<file path="config.mk">
export PLATFORM = sky130hd
export DESIGN_NAME = ramdac_hidden_reg_ext_palette
export DESIGN_NICKNAME = d
export VERILOG_FILES = /design/src/rtl/core/rdhr_pkg.sv /design/src/rtl/core/rdhr_ctrl.sv /design/src/rtl/core/rdhr_dp.sv /design/src/rtl/core/ramdac_hidden_reg_ext_palette.sv
export VERILOG_INCLUDE_DIRS = /design/src /design/src/rtl/core
export SDC_FILE = /design/constraint.sdc
export NUM_CORES = 1
export LEC_CHECK = 0
export BUFFER_PORTS_ARGS = -buffer_cell sky130_fd_sc_hd__buf_2
export CAP_MARGIN = 20
export CORE_ASPECT_RATIO = 2
export CORE_MARGIN = 2
export CORE_UTILIZATION = 50
export CTS_BUF_LIST = sky130_fd_sc_hd__clkbuf_8
export DETAILED_ROUTE_END_ITERATION = 10
export GPL_ROUTABILITY_DRIVEN = 0
export PLACE_DENSITY = 0.67
export SLEW_MARGIN = 15
export SYNTH_ARGS = -nofsm -noshare
export SYNTH_HDL_FRONTEND = slang
export SYNTH_SLANG_ARGS = --single-unit
</file>
<file path="constraint.sdc">
create_clock -name aclk -period 9.16 [get_ports aclk]
set_clock_uncertainty 0.15 [all_clocks]
set_input_delay 0.458 -clock aclk [delete_from_list [all_inputs] [get_ports aclk]]
set_output_delay 0.458 -clock aclk [all_outputs]
set_load 0.01 [all_outputs]
</file>
<file path="src/rtl/core/ramdac_hidden_reg_ext_palette_macros.svh">
// assertion macros for the ramdac hidden register block
// used by the top level; expects aclk and aresetn in scope
`ifndef RAMDAC_HIDDEN_REG_EXT_PALETTE_MACROS_SVH
`define RAMDAC_HIDDEN_REG_EXT_PALETTE_MACROS_SVH

`ifndef NO_ASSERTIONS
`define RDHR_ASSERT(lbl, prop, msg) \
    lbl: assert property (@(posedge aclk) disable iff (!aresetn) prop) else $error(msg);
`define RDHR_ASSERT_NORST(lbl, prop, msg) \
    lbl: assert property (@(posedge aclk) prop) else $error(msg);
`else
`define RDHR_ASSERT(lbl, prop, msg)
`define RDHR_ASSERT_NORST(lbl, prop, msg)
`endif

`endif

</file>
<file path="src/rtl/core/rdhr_pkg.sv">
// shared types, constants and helper functions for the ramdac hidden register block
// no dependencies
`default_nettype none

package rdhr_pkg;

    localparam int EXT_ENTRIES = 16;
    localparam int EXT_IDX_W   = $clog2(EXT_ENTRIES);
    localparam int ROW_W       = 24;

    localparam logic [2:0] ARM_READS = 3'd4;

    localparam int S_TDATA_W  = 16;
    localparam int S_TUSER_W  = 3;
    localparam int M_TDATA_W  = 48;
    localparam int M_TUSER_W  = 1;
    localparam int CFG_IDX_W  = 2;
    localparam int CFG_DATA_W = 8;

    localparam logic [CFG_IDX_W-1:0] CFG_EXT_EN  = 2'd0;
    localparam logic [CFG_IDX_W-1:0] CFG_MODE    = 2'd1;
    localparam logic [CFG_IDX_W-1:0] CFG_FMT_MSK = 2'd2;
    localparam logic [CFG_IDX_W-1:0] CFG_FMT_565 = 2'd3;

    localparam logic [7:0] FMT_MASK_RST   = 8'h0f;
    localparam logic [7:0] FMT_565_RST    = 8'h01;
    localparam logic [7:0] PIXEL_MASK_RST = 8'hff;
    localparam logic [7:0] ALPHA_OPAQUE   = 8'hff;
    localparam logic [7:0] NOT_READ_BYTE  = 8'hff;

    localparam logic [2:0] FMT_VGA = 3'd0;
    localparam logic [2:0] FMT_8   = 3'd1;
    localparam logic [2:0] FMT_15  = 3'd2;
    localparam logic [2:0] FMT_16  = 3'd3;
    localparam logic [2:0] FMT_24  = 3'd4;
    localparam logic [2:0] FMT_32  = 3'd5;

    localparam logic [2:0] DEPTH_16_DBL = 3'd1;
    localparam logic [2:0] DEPTH_24     = 3'd2;
    localparam logic [2:0] DEPTH_16     = 3'd3;
    localparam logic [2:0] DEPTH_32     = 3'd4;

    localparam logic [1:0] PHASE_R = 2'd0;
    localparam logic [1:0] PHASE_G = 2'd1;
    localparam logic [1:0] PHASE_B = 2'd2;
    localparam logic [1:0] PHASE_X = 2'd3;

    typedef enum logic [2:0] {
        REQ_MASK_RD    = 3'd0,
        REQ_MASK_WR    = 3'd1,
        REQ_DATA_RD    = 3'd2,
        REQ_DATA_WR    = 3'd3,
        REQ_SET_RD_IDX = 3'd4,
        REQ_SET_WR_IDX = 3'd5,
        REQ_LOOKUP     = 3'd6
    } req_t;

    typedef enum logic [0:0] {
        ST_IDLE = 1'b0,
        ST_EXEC = 1'b1
    } state_t;

    typedef struct packed {
        logic capture;
        logic commit;
    } cmd_t;

    typedef struct packed {
        logic out_valid;
    } status_t;

    function automatic logic [7:0] expand6(input logic [7:0] v);
        return {v[5:0], v[5:4]};
    endfunction

    function automatic logic [2:0] decode_format(
        input logic [7:0] mode,
        input logic [7:0] hidden,
        input logic [7:0] fmask,
        input logic [7:0] f565
    );
        logic [2:0] fmt;
        if (!mode[0]) begin
            fmt = FMT_VGA;
        end else begin
            unique case (mode[3:1])
                DEPTH_16_DBL, DEPTH_16: fmt = ((hidden & fmask) == f565) ? FMT_16 : FMT_15;
                DEPTH_24:               fmt = FMT_24;
                DEPTH_32:               fmt = FMT_32;
                default:                fmt = FMT_8;
            endcase
        end
        return fmt;
    endfunction

endpackage

`default_nettype wire

</file>
<file path="src/rtl/core/rdhr_ctrl.sv">
// request sequencer: accept with palette read, wait for a free result register, result hand-off
// depends on rdhr_pkg
`default_nettype none

module rdhr_ctrl (
    input  wire logic             aclk,
    input  wire logic             aresetn,
    input  wire logic             s_tvalid,
    input  wire logic             m_tready,
    input  wire rdhr_pkg::status_t status,
    output logic                  s_tready,
    output rdhr_pkg::cmd_t        cmd
);
    import rdhr_pkg::*;

    state_t state_reg;
    state_t state_next;
    logic   out_free;

    assign out_free = !status.out_valid || m_tready;

    always_ff @(posedge aclk) begin
        if (!aresetn) begin
            state_reg <= ST_IDLE;
        end else begin
            state_reg <= state_next;
        end
    end

    always_comb begin
        state_next = state_reg;
        unique case (state_reg)
            ST_IDLE: begin
                if (s_tvalid) begin
                    state_next = ST_EXEC;
                end
            end
            ST_EXEC: begin
                if (out_free) begin
                    state_next = ST_IDLE;
                end
            end
            default: state_next = ST_IDLE;
        endcase
    end

    always_comb begin
        s_tready    = 1'b0;
        cmd.capture = 1'b0;
        cmd.commit  = 1'b0;
        unique case (state_reg)
            ST_IDLE: begin
                s_tready    = 1'b1;
                cmd.capture = s_tvalid;
            end
            ST_EXEC: begin
                cmd.commit = out_free;
            end
            default: begin
                s_tready = 1'b0;
            end
        endcase
    end

endmodule

`default_nettype wire

</file>
<file path="src/rtl/core/rdhr_dp.sv">
// datapath: config registers, dac state, extended palette memory, result register
// depends on rdhr_pkg
`default_nettype none

module rdhr_dp #(
    parameter logic [2:0] ARM_READS = rdhr_pkg::ARM_READS
) (
    input  wire logic                                aclk,
    input  wire logic                                aresetn,
    input  wire logic                                cfg_wr_en,
    input  wire logic [rdhr_pkg::CFG_IDX_W-1:0]      cfg_wr_index,
    input  wire logic [rdhr_pkg::CFG_DATA_W-1:0]     cfg_wr_data,
    input  wire logic [rdhr_pkg::S_TDATA_W-1:0]      s_tdata,
    input  wire logic [rdhr_pkg::S_TUSER_W-1:0]      s_tuser,
    input  wire rdhr_pkg::cmd_t                      cmd,
    input  wire logic                                m_tready,
    output rdhr_pkg::status_t                        status,
    output logic                                     m_tvalid,
    output logic [rdhr_pkg::M_TDATA_W-1:0]           m_tdata,
    output logic [rdhr_pkg::M_TUSER_W-1:0]           m_tuser
);
    import rdhr_pkg::*;

    // configuration
    logic       ext_en_reg;
    logic [7:0] mode_reg;
    logic [7:0] fmt_mask_reg;
    logic [7:0] fmt_565_reg;

    // dac state
    logic [2:0] arm_count_reg,  arm_count_next;
    logic [7:0] hidden_val_reg, hidden_val_next;
    logic [7:0] pixel_mask_reg, pixel_mask_next;
    logic [7:0] load0_reg,      load0_next;
    logic [7:0] load1_reg,      load1_next;
    logic [1:0] phase_reg,      phase_next;
    logic [7:0] rd_index_reg,   rd_index_next;
    logic [7:0] wr_index_reg,   wr_index_next;
    logic       read_mode_reg,  read_mode_next;

    // held request
    logic [2:0] req_reg;
    logic [7:0] wdata_reg;
    logic [7:0] idx_reg;

    // palette memory, one rgb row per entry
    logic [ROW_W-1:0]       pal_mem [EXT_ENTRIES];
    logic [EXT_ENTRIES-1:0] row_valid_reg;
    logic [ROW_W-1:0]       rd_row_reg;
    logic                   rd_row_valid_reg;
    logic [EXT_IDX_W-1:0]   rd_addr;
    logic                   mem_we;

    // result
    logic                 out_valid_reg;
    logic [M_TDATA_W-1:0] out_tdata_reg;
    logic [M_TUSER_W-1:0] out_tuser_reg;

    logic [ROW_W-1:0] row;
    logic [1:0]       ph;
    logic [7:0]       row_byte;
    logic [7:0]       res_rdata;
    logic             res_handled;
    logic [31:0]      res_argb;
    logic             res_changed;
    logic [2:0]       res_fmt;

    always_ff @(posedge aclk) begin
        if (!aresetn) begin
            ext_en_reg   <= 1'b0;
            mode_reg     <= 8'h00;
            fmt_mask_reg <= FMT_MASK_RST;
            fmt_565_reg  <= FMT_565_RST;
        end else if (cfg_wr_en) begin
            unique case (cfg_wr_index)
                CFG_EXT_EN:  ext_en_reg   <= cfg_wr_data[0];
                CFG_MODE:    mode_reg     <= cfg_wr_data;
                CFG_FMT_MSK: fmt_mask_reg <= cfg_wr_data;
                CFG_FMT_565: fmt_565_reg  <= cfg_wr_data;
                default:     ext_en_reg   <= ext_en_reg;
            endcase
        end
    end

    always_ff @(posedge aclk) begin
        if (cmd.capture) begin
            req_reg   <= s_tuser[2:0];
            wdata_reg <= s_tdata[7:0];
            idx_reg   <= s_tdata[15:8];
        end
    end

    assign rd_addr = (s_tuser[2:0] == REQ_LOOKUP) ? s_tdata[8 +: EXT_IDX_W]
                                                  : rd_index_reg[EXT_IDX_W-1:0];

    always_ff @(posedge aclk) begin
        if (cmd.capture) begin
            rd_row_reg <= pal_mem[rd_addr];
        end
        if (cmd.commit && mem_we) begin
            pal_mem[wr_index_reg[EXT_IDX_W-1:0]] <= {load0_reg, load1_reg, wdata_reg};
        end
    end

    always_ff @(posedge aclk) begin
        if (!aresetn) begin
            row_valid_reg    <= '0;
            rd_row_valid_reg <= 1'b0;
        end else begin
            if (cmd.capture) begin
                rd_row_valid_reg <= row_valid_reg[rd_addr];
            end
            if (cmd.commit && mem_we) begin
                row_valid_reg[wr_index_reg[EXT_IDX_W-1:0]] <= 1'b1;
            end
        end
    end

    assign row = rd_row_valid_reg ? rd_row_reg : '0;
    assign ph  = (phase_reg == PHASE_X) ? PHASE_R : phase_reg;

    always_comb begin
        unique case (ph)
            PHASE_R: row_byte = row[23:16];
            PHASE_G: row_byte = row[15:8];
            default: row_byte = row[7:0];
        endcase
    end

    always_comb begin
        arm_count_next  = arm_count_reg;
        hidden_val_next = hidden_val_reg;
        pixel_mask_next = pixel_mask_reg;
        load0_next      = load0_reg;
        load1_next      = load1_reg;
        phase_next      = phase_reg;
        rd_index_next   = rd_index_reg;
        wr_index_next   = wr_index_reg;
        read_mode_next  = read_mode_reg;
        mem_we          = 1'b0;
        res_rdata       = 8'h00;
        res_handled     = 1'b1;
        res_argb        = 32'h0;
        res_changed     = 1'b0;
        unique case (req_reg)
            REQ_MASK_RD: begin
                if (arm_count_reg >= ARM_READS) begin
                    arm_count_next = 3'd0;
                    res_rdata      = hidden_val_reg;
                end else begin
                    arm_count_next = arm_count_reg + 3'd1;
                    res_rdata      = pixel_mask_reg;
                end
            end
            REQ_MASK_WR: begin
                if (arm_count_reg == ARM_READS) begin
                    hidden_val_next = wdata_reg;
                    res_changed     = 1'b1;
                end else begin
                    pixel_mask_next = wdata_reg;
                end
                arm_count_next = 3'd0;
            end
            REQ_DATA_RD: begin
                if (!ext_en_reg) begin
                    res_handled = 1'b0;
                end else if (read_mode_reg) begin
                    res_rdata = row_byte;
                    if (ph == PHASE_B) begin
                        phase_next    = PHASE_R;
                        rd_index_next = rd_index_reg + 8'd1;
                    end else begin
                        phase_next = ph + 2'd1;
                    end
                end else begin
                    res_rdata = NOT_READ_BYTE;
                end
            end
            REQ_DATA_WR: begin
                if (!ext_en_reg) begin
                    res_handled = 1'b0;
                end else if (!read_mode_reg) begin
                    unique case (ph)
                        PHASE_R: begin
                            load0_next = wdata_reg;
                            phase_next = PHASE_G;
                        end
                        PHASE_G: begin
                            load1_next = wdata_reg;
                            phase_next = PHASE_B;
                        end
                        default: begin
                            mem_we        = 1'b1;
                            phase_next    = PHASE_R;
                            wr_index_next = wr_index_reg + 8'd1;
                            res_changed   = 1'b1;
                        end
                    endcase
                end
            end
            REQ_SET_RD_IDX: begin
                rd_index_next  = idx_reg;
                phase_next     = PHASE_R;
                read_mode_next = 1'b1;
            end
            REQ_SET_WR_IDX: begin
                wr_index_next  = idx_reg;
                phase_next     = PHASE_R;
                read_mode_next = 1'b0;
            end
            REQ_LOOKUP: begin
                res_argb = {ALPHA_OPAQUE, expand6(row[23:16]), expand6(row[15:8]),
                            expand6(row[7:0])};
            end
            default: begin
                res_handled = 1'b0;
            end
        endcase
        res_fmt = decode_format(mode_reg, hidden_val_next, fmt_mask_reg, fmt_565_reg);
    end

    always_ff @(posedge aclk) begin
        if (!aresetn) begin
            arm_count_reg  <= 3'd0;
            hidden_val_reg <= 8'h00;
            pixel_mask_reg <= PIXEL_MASK_RST;
            load0_reg      <= 8'h00;
            load1_reg      <= 8'h00;
            phase_reg      <= PHASE_R;
            rd_index_reg   <= 8'h00;
            wr_index_reg   <= 8'h00;
            read_mode_reg  <= 1'b0;
        end else if (cmd.commit) begin
            arm_count_reg  <= arm_count_next;
            hidden_val_reg <= hidden_val_next;
            pixel_mask_reg <= pixel_mask_next;
            load0_reg      <= load0_next;
            load1_reg      <= load1_next;
            phase_reg      <= phase_next;
            rd_index_reg   <= rd_index_next;
            wr_index_reg   <= wr_index_next;
            read_mode_reg  <= read_mode_next;
        end
    end

    always_ff @(posedge aclk) begin
        if (!aresetn) begin
            out_valid_reg <= 1'b0;
        end else if (cmd.commit) begin
            out_valid_reg <= 1'b1;
        end else if (m_tready) begin
            out_valid_reg <= 1'b0;
        end
    end

    always_ff @(posedge aclk) begin
        if (cmd.commit) begin
            out_tdata_reg <= {4'h0, res_changed, res_argb, res_fmt, res_rdata};
            out_tuser_reg <= res_handled;
        end
    end

    assign status.out_valid = out_valid_reg;
    assign m_tvalid         = out_valid_reg;
    assign m_tdata          = out_tdata_reg;
    assign m_tuser          = out_tuser_reg;

endmodule

`default_nettype wire

</file>
<file path="src/rtl/core/ramdac_hidden_reg_ext_palette.sv">
// ramdac hidden register with extended palette: each request goes from accept to result
// by first reading the palette row into its output register on accept, and then
// updating the dac state and loading the result register once that register is free;
// a new request is taken only after the result is loaded, so requests never overlap.
// four mask reads in a row arm the hidden register. no clearing pass.
// depends on rdhr_pkg, rdhr_ctrl, rdhr_dp and the assertion macro header
`default_nettype none

`include "ramdac_hidden_reg_ext_palette_macros.svh"

module ramdac_hidden_reg_ext_palette #(
    parameter logic [2:0] ARM_READS = rdhr_pkg::ARM_READS
) (
    input  wire logic                            aclk,
    input  wire logic                            aresetn,
    input  wire logic                            cfg_wr_en,
    input  wire logic [rdhr_pkg::CFG_IDX_W-1:0]  cfg_wr_index,
    input  wire logic [rdhr_pkg::CFG_DATA_W-1:0] cfg_wr_data,
    input  wire logic                            s_tvalid,
    output logic                                 s_tready,
    // write_data[7:0], entry_index[15:8]
    input  wire logic [rdhr_pkg::S_TDATA_W-1:0]  s_tdata,
    // req_type[2:0]
    input  wire logic [rdhr_pkg::S_TUSER_W-1:0]  s_tuser,
    output logic                                 m_tvalid,
    input  wire logic                            m_tready,
    // read_data[7:0], pixel_format[10:8], argb_color[42:11], display_changed[43]
    output logic [rdhr_pkg::M_TDATA_W-1:0]       m_tdata,
    // handled[0]
    output logic [rdhr_pkg::M_TUSER_W-1:0]       m_tuser
);
    import rdhr_pkg::*;

    cmd_t    cmd;
    status_t status;
    logic    res_empty;

    rdhr_ctrl u_ctrl (
        .aclk     (aclk),
        .aresetn  (aresetn),
        .s_tvalid (s_tvalid),
        .m_tready (m_tready),
        .status   (status),
        .s_tready (s_tready),
        .cmd      (cmd)
    );

    rdhr_dp #(
        .ARM_READS (ARM_READS)
    ) u_dp (
        .aclk         (aclk),
        .aresetn      (aresetn),
        .cfg_wr_en    (cfg_wr_en),
        .cfg_wr_index (cfg_wr_index),
        .cfg_wr_data  (cfg_wr_data),
        .s_tdata      (s_tdata),
        .s_tuser      (s_tuser),
        .cmd          (cmd),
        .m_tready     (m_tready),
        .status       (status),
        .m_tvalid     (m_tvalid),
        .m_tdata      (m_tdata),
        .m_tuser      (m_tuser)
    );

    assign res_empty = (m_tdata[7:0] == 8'h00) && (m_tdata[42:11] == 32'h0);

    `RDHR_ASSERT(a_one_at_a_time, s_tvalid && s_tready |=> !s_tready, "request while busy")
    `RDHR_ASSERT(a_unhandled_zero, m_tvalid && !m_tuser[0] |-> res_empty, "unhandled with data")
    `RDHR_ASSERT(a_change_handled, m_tvalid && m_tdata[43] |-> m_tuser[0], "change unhandled")
    `RDHR_ASSERT_NORST(a_reset_idle, !aresetn |=> !m_tvalid && !cmd.commit, "busy after reset")

endmodule

`default_nettype wire

</file>
### Word-level counts from Yosys, hierarchy flattened

Memory sizes are Yosys's and may differ from the RTL's. A register that Yosys moved wholly into a read port is not among the register bits.
Cells that the tools add are included.

* add/subtract/negate cells: 4
* magnitude comparators: 4
* equality and inequality tests: 25
* multiplexer cells: 53
* bitwise gates (word level): 5
* reductions and logical operators: 30

Operators with widths (count)
* $mux 8: 11
* $pmux 8 s2: 4
* $mux 32: 1
* $mux 24: 1
* $reduce_and 5->1: 4
* $eq 3x3->1 const B: 6
* $mux 1: 18
* $add 8x1->8 const B: 2
* $or 16x16->16: 1
* $eq 3x2->1 const B: 4
* $mux 2: 6
* $reduce_and 2->1: 6
* $lt 4x5->1 const B: 2
* $reduce_bool 2->1: 5
* $pmux 3 s3: 1
* $and 8x8->8: 1
* $eq 2x2->1 const B: 4
* $eq 8x8->1: 1
* $ne 2x1->1 const B: 4
* $pmux 1 s2: 4
* $reduce_or 2->1: 4
* $eq 3x1->1 const B: 2
* $pmux 2 s3: 1
* $pmux 3 s2: 1
* other kinds (21): 27

* bits in registers: 158
* RAM bits: 384
* input port bits: 34
* output and inout port bits: 51
* word-level logic and storage cells: 146
* memories kept: 1

Memory list
* u_dp.pal_mem: words 16, bits a word 24, read ports 1, clocked after memory_dff 1, write ports 1, line rdhr_dp.sv:47 `logic [ROW_W-1:0] pal_mem [EXT_ENTRIES];`

### Depth between registers and ports, before layout

Gate-level depths: netlist of the first run.

* depth after elaboration: 11
* mapped depth: 10
* mapped depth without buffers: 8

### Modules after synthesis

Synthesis of the first run repeated with hierarchy kept, for this count alone.

* cells, all modules: 1758
* area total of the unflattened synthesis: 21934.8 µm²

Modules (own cells, without submodules)
* rdhr_dp: times used 1, cells an instance 1751, area each 21863.5 µm², seq. area each 15364.7 µm²
* rdhr_ctrl: times used 1, cells an instance 7, area each 71.3 µm², seq. area each 20.0 µm²

### Worst setup path after synthesis of the first run

Ideal clock, no wire load.

* kind: register to register
* start: register u_dp.phase_reg[0]
* end: memory u_dp.pal_mem[3][0] (enable)
* setup time: 0.438 ns
* data arrival time: 3.099 ns
* data required time: 8.572 ns
* setup slack: 5.474 ns
* stages on the path, launching flop included: 8
* buffers on the path: 1
* clock period less this slack: 3.686 ns
* cell sequence: dfxtp_1 inv_1 ha_1 clkbuf_1 nand4b_1 nor3_1 nand2_1 nor3_1

* cells in the longest elaborated chain, start to end: 11
* elaborated cells between the ends (all ways): 12
* classes of those cells: eq/ne (2); mux (7); reduce/logical (3)

Ends and longest elaborated chain
* start, declared: line rdhr_dp.sv:36 `logic [1:0] phase_reg, phase_next;`
* start signal, assigned: line rdhr_dp.sv:239 `phase_reg <= phase_next;`
* $eq 2x2->1: line rdhr_dp.sv:120 `assign ph = (phase_reg == PHASE_X) ? PHASE_R : phase_reg;`
* $mux 2 (*): line rdhr_dp.sv:120
* $eq 2x1->1 / $logic_not 2->1 (equally long branches): line rdhr_dp.sv:183 `unique case (ph)`
* $reduce_or 2->1 (no source line) (*)
* $mux 1 (*): line rdhr_dp.sv:183
* $mux 1 (*): line rdhr_dp.sv:182 `end else if (!read_mode_reg) begin`
* $mux 1 (*): line rdhr_dp.sv:180 `if (!ext_en_reg) begin`
* $mux 1 (*): line rdhr_dp.sv:145 `unique case (req_reg)`
* $logic_and 1x1->1 (*): line rdhr_dp.sv:100 `if (cmd.commit && mem_we) begin`
* $mux 1 (*): line rdhr_dp.sv:100
* $mux 1 (implied by the code) (*): line rdhr_dp.sv:101 `pal_mem[wr_index_reg[EXT_IDX_W-1:0]] <= {load0_reg, load1_reg, wdata_reg};`
* end, declared: line rdhr_dp.sv:47

Every way passes the cells marked *; elsewhere a longest branch is shown, timed or not.

### Worst setup path after layout of the first run

* start: input port s_tuser[0] (netlist name)
* end: register u_dp.rd_row_reg[21] (read register of u_dp.pal_mem) (data pin)

* cells in the longest elaborated chain, start to end: 2

Ends and longest elaborated chain
* start, declared: line ramdac_hidden_reg_ext_palette.sv:24 `input wire logic [rdhr_pkg::S_TUSER_W-1:0] s_tuser,`
* $eq 3x3->1: line rdhr_dp.sv:93 `assign rd_addr = (s_tuser[2:0] == REQ_LOOKUP) ? s_tdata[8 +: EXT_IDX_W]`
* $mux 4: line rdhr_dp.sv:93
* end, declared: line rdhr_dp.sv:49 `logic [ROW_W-1:0] rd_row_reg;`

No other way between the ends.
A chain may end at the register's enable or synchronous reset.

==> results of run 1 <==
-- stage by stage --
step | power (W) | std cells | hold slack, ns | utilization
floorplan | 0.00288 | 1712 | 0.282 | -
global placement | 0.00296 | 2246 | 0.291 | 0.523
detailed placement | 0.00297 | 2246 | 0.298 | 0.523
CTS | 0.00469 | 2403 | 0.0542 | 0.562
global route | 0.00481 | 2408 | 0.117 | 0.564
finish | 0.00467 | 2408 | 0.0950 | 0.564
-- how the worst min path moves through the flow --
stage                            from                      to  slack [ns]  cells past startpoint
2_1_floorplan    u_dp.fmt_mask_reg[6]    u_dp.fmt_mask_reg[6]        0.28                      2
3_3_place_gp   u_dp.row_valid_reg[11]  u_dp.row_valid_reg[11]        0.29                      1
3_5_place_dp      u_dp.fmt_565_reg[6]     u_dp.fmt_565_reg[6]        0.30                      2
4_1_cts               cfg_wr_index[1]         u_dp.ext_en_reg        0.05                      4
5_1_grt               cfg_wr_index[1]         u_dp.ext_en_reg        0.12                      4
6_report              cfg_wr_index[1]         u_dp.ext_en_reg        0.09                      4
-- tightest hold or removal path: cells and delay by family --
kind	cells	cell delay, ns
buf+inv	1	0.11
mux	1	0.12
simple gates	2	0.14
-- per-layer routing --
layer / wire (um) / vias up / track usage / part of all wire
met3: 2920 / 96 / 0.0316 / 0.055
met4: 1690 / 0 / 0.0917 / 0.032
met2: 26600 / 458 / 0.399 / 0.51
li1: - / 6391 / - / -
met5: 0 / - / 0 / 0
met1: 21400 / 6740 / 0.303 / 0.41
-- power groups by stage --
stage,logic (W),clock network [W],registers [W]
2_1_floorplan,0.000132,0,0.00275
3_3_place_gp,0.000196,0,0.00277
3_5_place_dp,0.000199,0,0.00277
4_1_cts,0.000207,0.00177,0.00271
5_1_grt,0.000228,0.00186,0.00272
6_report,0.000208,0.00174,0.00271
-- placed cells by master, fill, tap and decap left out, types with 5 or more instances in the layout --
cell type,netlist,layout
buf_4,17,19
mux2i_1,110,109
inv_1,10,25
buf_2,21,76
nor3_2,1,5
clkbuf_8,0,82
a21oi_1,33,33
o21ai_0,25,25
nor2_4,0,12
nor2_1,55,41
and3_1,22,22
dfxtp_1,86,86
a22oi_1,14,14
nand3_1,167,167
dlygate4sd3_1,0,25
nand2_1,447,447
o221ai_1,24,24
o21a_1,16,16
o22ai_1,8,8
a21boi_0,11,11
a31oi_1,7,7
edfxtp_1,455,455
mux2_2,6,5
clkinv_2,0,10
a32oi_1,24,24
ha_1,10,10
nand2b_1,8,8
clkinv_1,0,19
-- layout make-up --
type	count	area, um2	area share
clock inverters	50	268	0.0110
well taps	550	688	0.0283
diodes	1	2.50	0.000103
multi-input cells	1049	5930	0.244
clock buffers	82	1130	0.0464
flip-flops and latches	541	15400	0.633
inverters	11	41.3	0.00170
repair buffers	124	868	0.0357
-- logic make-up (layout without fill, tap and decap cells) --
group                    Yosys count  in the layout  share of synthesized area
XOR/XNOR                           8              8                    0.00323
AO/OA/AOI/OAI                    179            179                     0.0573
AND/OR/NAND/NOR                  731            731                      0.144
flip-flops                       541            541                      0.709
adder cells (fa/ha/maj)           10             10                    0.00577
other                              1              5                   0.000173
multiplexers                     117            117                     0.0545
buffers and inverters            122            267                     0.0253
==> run_results.csv, run 1 <==
group,metric,value,unit
outcome,status,"finished, final reports clean",
drt,postRouteAntennaNets,0,
place,placed_area,22600,um2
drt,dr.pass1.iters,5,
sta,fin_ws,5.04,ns
worst_setup_path,crit_arrival,4.34,ns
place,port_buffers,76,
clocking,cts_buffers,72,
synth,synth_cell_types,54,
floorplanning,coreArea,43100,um2
worst_setup_path,worstRegToRegCells,6,
synth,postSynthCellCount,1709,
clocking,clkSlewWorstSetupHoldPaths,0.07,ns
floorplanning,io_pins,85,
final_layout,drive_above_1_share,0.124,
clocking,clk-insertion-delay-late,0.62,ns
sta,fin_setup_tns,0,ns
global_routing,grt_overflow,0,
place,place_ws,4.95,ns
worst_setup_path,crit_type,"in -> reg",
clocking,clockBufferDepth,3,
worst_setup_path,r2r_end,"u_dp.pal_mem[11][8]",
floorplanning,die_height,299,um
final_layout,syn_to_final_growth,12.1,%
worst_setup_path,worst-path-max-fanout,81,
floorplanning,start_util,0.503,
global_routing,grt_pass1_vias,13026,
worst_setup_path,crit_chain,"dlygate4sd3_1, buf_2, nand3b_1, mux2i_4, buf_4, buf_4, nand2_1, nand3_1, nand2_1, o221ai_1",
synth,ys_warn_count,0,
power,p_sw_frac,0.223,
sta,slew-limit-headroom,0.256,
power,power_frac_comb,0.045,
global_routing,grt_pass1_wl,77800,um
clocking,htreeDepth,3,
synth,ys_seq_elements,541,
power,p_per_area,192,nW/um2
power,clkPwrFrac,0.374,
worst_setup_path,path_depth,10,
drt,route.detailed.drc,0,
global_routing,grt_max_degree,110,
clocking,clock-sinks,541,
floorplanning,rows,108,
worst_setup_path,startpoint,"s_tuser[0]",
sta,tightest_slew,1.11,ns
worst_setup_path,required,9.38,ns
power,internal-power,0.00363,W
floorplanning,die_w,151,um
worst_setup_path,rrSetupSlack,5.55,ns
worst_setup_path,critPathBufInv,4,
power,power_frac_seq,0.582,
sta,hold_viol_final,0,
drt,route.vias.total,13685,
sta,min_period,4.12,ns
drt,avgRoutedWirePerCell,21.9,um
power,p_leak,8.87,nW
synth,synth_edf_count,455,
clocking,cts_hold_buf,25,
worst_setup_path,cp_slowest_stage_delay,0.88,ns
final_layout,fin_area,24300,um2
synth,syn_area_per_cell,12.7,um2
synth,synth_top_area_share,0.630,
global_routing,antenna_found_initial,1,
drt,vias_per_cell,5.68,
sta,min_period_over_period,0.449,
hold_path,hp-class,"in -> reg",
clocking,root_buffer,"clkbuf_8",
final_layout,fillCellCount,3511,
synth,synth.most_common_cell,"edfxtp_1",
clocking,tritoncts,"yes",
worst_setup_path,critPathLaunchType,"input pin",
worst_setup_path,cp_slowest_cell,"buf_4",
synth,yosysTopAreaCell,"edfxtp_1",
sta,setup_viol,0,
synth,synth_common_cells,"edfxtp_1, nand2_1, nand3_1",
synth,synth.area.top_cells,"edfxtp_1, dfxtp_1, nand2_1",
synth,async_flop_share,0,
sta,drv_slew,0,
global_routing,track_usage,0.235,
place,hpwl,27800,um
power,vdd_drop_max,0.144,mV
drt,drtIter0Drc,1273,
run,maxCapViolations,0,
clocking,cts_resized,0,
final_layout,fin_nets,1843,
power,power.net_switching,0.00104,W
synth,netlist_area,21700,um2
floorplanning,die_area,45200,um2
synth,synth_ff_type,"edfxtp_1",
synth,synth.yosys.seq_area_share,0.709,
drt,drt-total-wl,52600,um
clocking,post_cts_buffers,0,
sta,fmax,0.243,GHz
worst_setup_path,critPathTopFamily,"buffers and inverters",
sta,grt_setup_unrepaired,"false",
worst_setup_path,endpoint_kind,"flop",
worst_setup_path,regToRegStartpoint,"u_dp.phase_reg[0]",
final_layout,largest_register_ffs,384,
worst_setup_path,cp-endpoint,"u_dp.rd_row_reg[21]",
(Power assumes the default switching activity.)
==> run 2: changes to the inputs <==
==> constraint.sdc (replaced) <==
create_clock -name aclk -period 4.3 [get_ports aclk]
set_clock_uncertainty 0.15 [all_clocks]
set_input_delay 0.215 -clock aclk [delete_from_list [all_inputs] [get_ports aclk]]
set_output_delay 0.215 -clock aclk [all_outputs]
set_load 0.01 [all_outputs]
==> run 2 against run 1 <==
  * Critical path depth shrank 3
  * Routed wire length shrank 0.21%
  * Hold slack gained 0.046 ns
  * Total power grew 110%
  * Sequential power grew 110%
  * Sequential share of layout area shrank 0.65 points
  * Utilization grew 0.58 points
  * Largest cell class unchanged
  * Largest power group unchanged
==> run_results.csv, run 2 (same netlist as run 1, synthesis figures left out) <==
group,metric,value,unit
outcome,status,"finished, final reports clean",
worst_setup_path,required,4.48,ns
place,hpwl,31500,um
final_layout,fin_nets,1880,
global_routing,grt_pass1_vias,13572,
final_layout,seqCellArea,15400,um2
drt,postRouteAntennaNets,0,
power,vdd_drop_max,0.332,mV
global_routing,track_usage,0.235,
power,p_leak,9.06,nW
clocking,cts_resized,0,
power,finalPower,0.00989,W
final_layout,multi_input_area,5930,um2
clocking,cts_buffers,74,
sta,min_period_over_period,0.821,
sta,fin_ws,0.770,ns
final_layout,largest_register_ffs,384,
final_layout,most-common-layout-cells,"edfxtp_1, nand2_1, nand3_1, mux2i_1, dfxtp_1",
hold_path,hp-class,"in -> reg",
sta,min_period,3.53,ns
sta,tightest_slew,0.998,ns
place,dp.cells,2275,
floorplanning,start_util,0.503,
worst_setup_path,crit_arrival,3.71,ns
sta,drv_slew,0,
drt,vias_per_cell,5.74,
drt,route.vias.total,14007,
drt,dr.pass1.iters,5,
drt,avgRoutedWirePerCell,21.5,um
final_layout,fillCellCount,3427,
final_layout,mostFrequentLayoutCell,"edfxtp_1",
floorplanning,rows,108,
worst_setup_path,endpoint_kind,"flop",
drt,drt-total-wl,52500,um
floorplanning,die_height,299,um
global_routing,grt_max_degree,100,
final_layout,fin_util,0.570,
sta,fmax,0.283,GHz
drt,drtIter0Drc,1443,
sta,hold_viol_final,0,
sta,setup_viol,0,
floorplanning,die_w,151,um
clocking,clkSlewWorstSetupHoldPaths,0.06,ns
sta,slew-limit-headroom,0.335,
place,port_buffers,76,
power,p_per_area,403,nW/um2
clocking,clock-sinks,541,
clocking,clk-insertion-delay-late,0.63,ns
floorplanning,die_area,45200,um2
floorplanning,coreArea,43100,um2
global_routing,antenna_found_initial,1,
global_routing,grt_pass1_wl,79100,um
run,maxCapViolations,0,
clocking,root_buffer,"clkbuf_8",
place,place_ws,0.802,ns
sta,grt_setup_unrepaired,"false",
final_layout,syn_to_final_growth,13.2,%
sta,fin_setup_tns,0,ns
worst_setup_path,crit_type,"reg -> reg",
global_routing,grt_overflow,0,
drt,route.detailed.drc,0,
final_layout,layoutNonFillerInstCount,2442,
worst_setup_path,critPathLaunchType,"flop",
clocking,htreeDepth,3,
final_layout,drive_above_1_share,0.133,
clocking,tritoncts,"yes",
clocking,clockBufferDepth,3,
worst_setup_path,worst-path-max-fanout,18,
floorplanning,io_pins,85,
## run 2: cell types whose count changed in the layout (fill, tap and decap cells not counted), moves of 2 or more
cell | before | now
inv_1 | 25 | 33
buf_12 | 2 | 4
clkinvlp_4 | 4 | 2
buf_4 | 19 | 44
clkinv_1 | 19 | 14
dlygate4sd3_1 | 25 | 34
## run 2: routing by layer
metal	GRT usage	wire, um	vias to the layer above
met2	0.380	25800	573
met1	0.309	20800	6865
li1	-	-	6459
met3	0.0373	3670	110
met5	0	0	-
met4	0.112	2290	0
## run 2: worst max-delay path, stage by stage (launching register included)
cell	delay, ns
dfxtp_1	0.34
inv_1	0.06
ha_1	0.52
nand4b_1	0.24
nor3_1	0.55
nand2_1	0.37
nor2_4	0.72
buf_4	0.28
## run 2: what timing repair did
item,CTS,global route
setup endpoints to repair,0,0
endpoints found under the hold margin,84,0
setup buffers,0,0
hold buffers,34,0
## run 2: final timing paths
| kind | startpoint | to | slack, ns | cells past startpoint |
|---|---|---|---|---|
| max | u_dp.phase_reg[0] | u_dp.pal_mem[4][8] | 0.77 | 7 |
| min | s_tdata[5] | u_dp.wdata_reg[5] | 0.14 | 2 |
| max reg2reg | u_dp.phase_reg[0] | u_dp.pal_mem[4][8] | 0.77 | 7 |
| min reg2reg | u_dp.fmt_mask_reg[6] | u_dp.fmt_mask_reg[6] | 0.31 | 2 |
## run 2: per-stage QoR
step / hold slack, ns / cell area [um2]
3_3_place_gp: 0.243 / 22800
2_1_floorplan: 0.164 / 21700
3_5_place_dp: 0.243 / 22800
6_report: 0.141 / 24600
4_1_cts: 0.0961 / 24500
5_1_grt: 0.139 / 24600
## run 2: layout make-up
class,count,area share
tap,550,0.0280
inverter,11,0.00168
antenna,1,0.000102
clock inverter,49,0.00932
multi-input combinational,1049,0.241
clock buffer,82,0.0459
timing repair buffer,159,0.0472
sequential,541,0.626
## run 2: power breakdown
part | total, W | internal, W | switching, W
registers | 0.00577 | 0.00570 | 0.0000699
logic | 0.000472 | 0.000166 | 0.000306
clock network | 0.00364 | 0.00181 | 0.00183
total | 0.00989 | 0.00768 | 0.00221
